`src/rtl/rmeu_pkg.sv`:
```
// Package: types, codes and constants of the execute unit
`timescale 1ns / 1ps

package rmeu_pkg;

    localparam int MEM_WORDS   = 65536;
    localparam int STACK_START = 32768;
    localparam int MEM_AW      = $clog2(MEM_WORDS);
    localparam logic [3:0] PC_IDX = 4'd14;
    localparam logic [3:0] SP_IDX = 4'd15;
    localparam int IN_W  = 104;
    localparam int OUT_W = 152;

    typedef enum logic [4:0] {
        OP_RRMOV = 5'd0,  OP_IRMOV = 5'd1,  OP_RMMOV = 5'd2,  OP_MRMOV = 5'd3,
        OP_PUSH  = 5'd4,  OP_POP   = 5'd5,  OP_INC   = 5'd6,  OP_DEC   = 5'd7,
        OP_ADD   = 5'd8,  OP_SUB   = 5'd9,  OP_IMUL  = 5'd10, OP_DIV   = 5'd11,
        OP_NOT   = 5'd12, OP_XOR   = 5'd13, OP_OR    = 5'd14, OP_AND   = 5'd15,
        OP_SAL   = 5'd16, OP_SAR   = 5'd17, OP_CMP   = 5'd18, OP_JMP   = 5'd19,
        OP_JE    = 5'd20, OP_JNE   = 5'd21, OP_JLE   = 5'd22, OP_JL    = 5'd23,
        OP_JGE   = 5'd24, OP_JG    = 5'd25, OP_RECHO = 5'd26, OP_MECHO = 5'd27,
        OP_INPUT = 5'd28, OP_HLT   = 5'd29
    } t_op;

    typedef enum logic [2:0] {
        ST_OK      = 3'd0,
        ST_RECHO   = 3'd1,
        ST_MECHO   = 3'd2,
        ST_HALT    = 3'd3,
        ST_DIVZERO = 3'd4,
        ST_ADDR    = 3'd5
    } t_status;

    typedef struct packed {
        logic load_in;
        logic read_regs;
        logic exec;
        logic mul_start;
        logic mul_step;
        logic div_start;
        logic div_step;
        logic wb;
        logic out_load;
        logic clr_step;
    } t_cmd;

    typedef struct packed {
        logic clr_done;
        logic is_mul;
        logic is_div;
        logic mul_last;
        logic div_last;
        logic out_free;
    } t_sts;

endpackage

```
`src/rtl/rmeu_ctrl.sv`:
```
// Controller: sequences clear pass, register read, execute, multiply/divide steps, write-back, output
`timescale 1ns / 1ps

module rmeu_ctrl
    import rmeu_pkg::*;
(
    input  logic i_clk,
    input  logic i_rst_n,
    input  logic i_s_valid,
    output logic o_s_ready,
    input  t_sts i_sts,
    output t_cmd o_cmd
);

    typedef enum logic [3:0] {
        S_CLEAR, S_IDLE, S_READ, S_EXEC, S_MUL, S_DIV, S_MEM, S_WB, S_OUT
    } t_state;

    t_state r_state, n_state;

    always_comb begin
        o_cmd     = '0;
        o_s_ready = 1'b0;
        n_state   = r_state;
        case (r_state)
            S_CLEAR: begin
                o_cmd.clr_step = 1'b1;
                if (i_sts.clr_done) n_state = S_IDLE;
            end
            S_IDLE: begin
                o_s_ready = 1'b1;
                if (i_s_valid) begin
                    o_cmd.load_in = 1'b1;
                    n_state = S_READ;
                end
            end
            S_READ: begin
                o_cmd.read_regs = 1'b1;
                n_state = S_EXEC;
            end
            S_EXEC: begin
                o_cmd.exec = 1'b1;
                if (i_sts.is_mul) begin
                    o_cmd.mul_start = 1'b1;
                    n_state = S_MUL;
                end else if (i_sts.is_div) begin
                    o_cmd.div_start = 1'b1;
                    n_state = S_DIV;
                end else begin
                    n_state = S_MEM;
                end
            end
            S_MUL: begin
                o_cmd.mul_step = 1'b1;
                if (i_sts.mul_last) n_state = S_WB;
            end
            S_DIV: begin
                o_cmd.div_step = 1'b1;
                if (i_sts.div_last) n_state = S_WB;
            end
            S_MEM: n_state = S_WB;
            S_WB: begin
                o_cmd.wb = 1'b1;
                n_state = S_OUT;
            end
            S_OUT: begin
                if (i_sts.out_free) begin
                    o_cmd.out_load = 1'b1;
                    n_state = S_IDLE;
                end
            end
            default: n_state = S_IDLE;
        endcase
    end

    always_ff @(posedge i_clk) begin
        if (!i_rst_n) begin
            r_state <= S_CLEAR;
        end else begin
            r_state <= n_state;
        end
    end

endmodule

```
`config.mk`:
```
export PLATFORM = sky130hd
export DESIGN_NAME = rmeu_ctrl
export DESIGN_NICKNAME = d
export VERILOG_FILES = /design/src/rtl/rmeu_pkg.sv /design/src/rtl/rmeu_ctrl.sv
export SDC_FILE = /design/constraint.sdc
export NUM_CORES = 1
export LEC_CHECK = 0
export BUFFER_PORTS_ARGS = -buffer_cell sky130_fd_sc_hd__clkbuf_2
export CORE_AREA = 4 4 41 43
export DETAILED_ROUTE_END_ITERATION = 10
export DIE_AREA = 0 0 45 47
export PLACE_DENSITY = 0.49
export REMOVE_ABC_BUFFERS = 1
export SLEW_MARGIN = 20
export SYNTH_ARGS = -nofsm -noshare
export SYNTH_HDL_FRONTEND = slang
export SYNTH_SLANG_ARGS = --single-unit
export TNS_END_PERCENT = 20
```
`constraint.sdc`:
```
create_clock -name i_clk -period 3.4 [get_ports i_clk]
set_input_delay 0.51 -clock i_clk [delete_from_list [all_inputs] [get_ports i_clk]]
set_output_delay 0.51 -clock i_clk [all_outputs]
set_load 0.01 [all_outputs]
```
==> impl_metrics.toml <==
[power]
peakVddDrop_uv = 96.8
power_density_nw_per_um2 = 379
design_power_total_mw = 0.166
total_leakage_power_nw = 0.207

[finish]
regMostFlops = "r_state"
final_core_area_utilization = 0.337
multiInputGateArea_um2 = 210
num-nets-final = 71
ratio_of_cells_with_drive_above_1_in_the_final_layout = 0.417
syn2layout_area_growth_pct = 42.9
mostFrequentLayoutCells = "19 x sky130_fd_sc_hd__clkbuf_2, 6 x sky130_fd_sc_hd__nor2_1, 4 x sky130_fd_sc_hd__nor3_1, 4 x sky130_fd_sc_hd__dfxtp_1"
largest_reg_flops = 4
num_antenna_cells = 0
n_fill_cell = 158
ff_latch_area_um2 = 80.1
final_common_cell = "sky130_fd_sc_hd__clkbuf_2"
reg_top3 = "r_state: 4 flops"

[floorplanning]
initial_core_util = 0.236
coreArea_um2 = 1300
fp-row-count = 13
dieWidth_um = 45
die-height_um = 47
ioPinCount = 20
fp.dieArea_um2 = 2120

[global_route]
grt_start_max_net_pins = 16
first_global_vias = 334
global_route.usage.total = 0.0870
global_route_wire_length_before_repair_mm = 1.37
grt_overflow = 0
grt_antenna_before_repair = 0

[setup_path]
timing.critical_path.required_ns = 2.89
endpoint_kind = "output pin"
worstSetupStartpoint = "r_state[2]"
launch_instance_of_the_worst_register_to_register_path = "r_state[2]"
r2r_setup_slack_ns = 1.97
setup.worst_path.start_class = "flip-flop"
critPathMaxFanout = 15
cp.arrival_ns = 1.52
end_point_of_the_critical_path = "o_cmd[1]"
rr_worst_depth = 3
timing.setup.critical_path_class = "reg2out"
rr_endpoint = "r_state[1]"

[place]
hpwlAfterDp_um = 646
gp_congestion = 0.734
placement.io_buffers = 19

[flow_run]
cap_violations = 0

[route]
post-route-drc-count = 0
drt_wl_total_um = 820
vias = 354
drt-wirelength-per-cell_um = 10.9
route.antenna.remaining_nets = 0
vias_cell = 4.72
first_iter_violations = 1
first_pass_iters = 2

[timing]
timing.final.crit_period_ns = 2.03
final_max_slew_viol_count = 0
timing.final.crit_share = 0.596
total_of_endpoints_with_negative_setup_slack_in_the_final_report = 0
slew-limit-headroom = 0.668
maxClockFrequency_ghz = 0.493
setup-tns-final_ns = 0
worst_margin_pin_slew_ns = 0.497
timing.final.hold_violations = 0
finalClockSkew_ns = 0.000876
grt_setup_unrepaired = "no"

[synth]
synth.distinct_cells = 24
synthesis.area_per_instance_um2 = 7.86
ys_ff_latch = 4
seq_area_frac_synth = 0.261
cells_after_synthesis = 39
yosysWarningCount = 0
syn-cell-area_um2 = 307

[hold_path]
min_path_type = "in2reg"

[cts]
cts_setup_buffers = 0
worst_skew_pair.late_latency_ns = 0.23
cts_made_buffers = 3
cts_htree_levels = 1
clock_sinks = 4
holdBufCountCts = 0
clock_path_buffers = 2
clk_transition_reported_paths_ns = 0.04
resized_cells_post_cts = 0
cts_tree = "yes"
cts_root_buffer = "sky130_fd_sc_hd__clkbuf_4"

[status]
outcome = "completed"
## cell families after synthesis
kind of cell,Yosys count,share of synthesized area
buffers and inverters,4,0.0530
xor gates and xnor gates,1,0.0286
and+or+nand+nor,24,0.482
DFF,4,0.261
AOI/OAI and AO/OA,5,0.143
muxes,1,0.0327
## through the flow
stage,worst slack [ns],instances,hold WS (ns),area (um2)
global placement,1.62,72,0.591,415
CTS,1.35,75,0.531,438
floorplan,1.74,38,0.542,302
finish,1.37,75,0.541,438
detailed placement,1.60,72,0.596,415
global route,1.30,75,0.564,438
## cell type report
cell class / count / share of cell area
inverter: 3 / 0.0257
multi-input combinational: 31 / 0.480
tap: 15 / 0.0429
timing repair buffer: 19 / 0.217
clock buffer: 3 / 0.0514
sequential: 4 / 0.183
## power breakdown
part           switching, mW  internal, mW
Sequential           0.00935        0.0514
Clock                 0.0169        0.0393
Combinational         0.0237        0.0251
## synth_stat cells
| library cell | count | area, um2 |
|---|---|---|
| sky130_fd_sc_hd__nor3b_1 | 1 | 7.51 |
| sky130_fd_sc_hd__o2111ai_1 | 1 | 8.76 |
| sky130_fd_sc_hd__or4b_4 | 1 | 13.8 |
| sky130_fd_sc_hd__a211oi_1 | 1 | 7.51 |
| sky130_fd_sc_hd__nor4b_1 | 2 | 17.5 |
| sky130_fd_sc_hd__xnor2_1 | 1 | 8.76 |
| sky130_fd_sc_hd__inv_1 | 3 | 11.3 |
| sky130_fd_sc_hd__or3b_1 | 1 | 8.76 |
| sky130_fd_sc_hd__or3_2 | 1 | 7.51 |
| sky130_fd_sc_hd__nor2_1 | 6 | 22.5 |
| sky130_fd_sc_hd__buf_2 | 1 | 5.00 |
| sky130_fd_sc_hd__nand2_1 | 1 | 3.75 |
| sky130_fd_sc_hd__o21a_1 | 1 | 7.51 |
| sky130_fd_sc_hd__o21ai_0 | 1 | 5.00 |
| sky130_fd_sc_hd__dfxtp_1 | 4 | 80.1 |
| sky130_fd_sc_hd__nor2b_1 | 1 | 6.26 |
| sky130_fd_sc_hd__and2_1 | 2 | 12.5 |
| sky130_fd_sc_hd__and3_1 | 1 | 6.26 |
| sky130_fd_sc_hd__nand3b_1 | 1 | 7.51 |
| sky130_fd_sc_hd__nor4_1 | 1 | 6.26 |
| sky130_fd_sc_hd__o2bb2ai_2 | 1 | 15.0 |
| sky130_fd_sc_hd__and2b_1 | 1 | 7.51 |
| sky130_fd_sc_hd__mux2i_1 | 1 | 10.0 |
| sky130_fd_sc_hd__nor3_1 | 4 | 20.0 |
## layer usage
metal	GRT usage	vias up	share of wire
li1	-	184	-
met1	0.107	159	0.46
met2	0.147	11	0.47
met3	0.00766	0	0.072
met4	0.0526	0	0
met5	0	-	0
## critical path, stage by stage (launching register included)
cell	delay [ns]
sky130_fd_sc_hd__dfxtp_1	0.45
sky130_fd_sc_hd__or4b_4	0.59
sky130_fd_sc_hd__nor2_1	0.10
sky130_fd_sc_hd__clkbuf_2	0.14
## how the worst min path moves through the flow
stage | start | end | slack [ns] | cells after the start
6_report | i_rst_n | r_state[3] | 0.54 | 2
5_1_grt | i_rst_n | r_state[3] | 0.56 | 2
2_1_floorplan | r_state[3] | r_state[2] | 0.54 | 2
3_3_place_gp | r_state[3] | r_state[2] | 0.59 | 2
4_1_cts | i_rst_n | r_state[3] | 0.53 | 2
3_5_place_dp | r_state[3] | r_state[2] | 0.60 | 2
No activity file was read; power rests on OpenSTA's default activity.
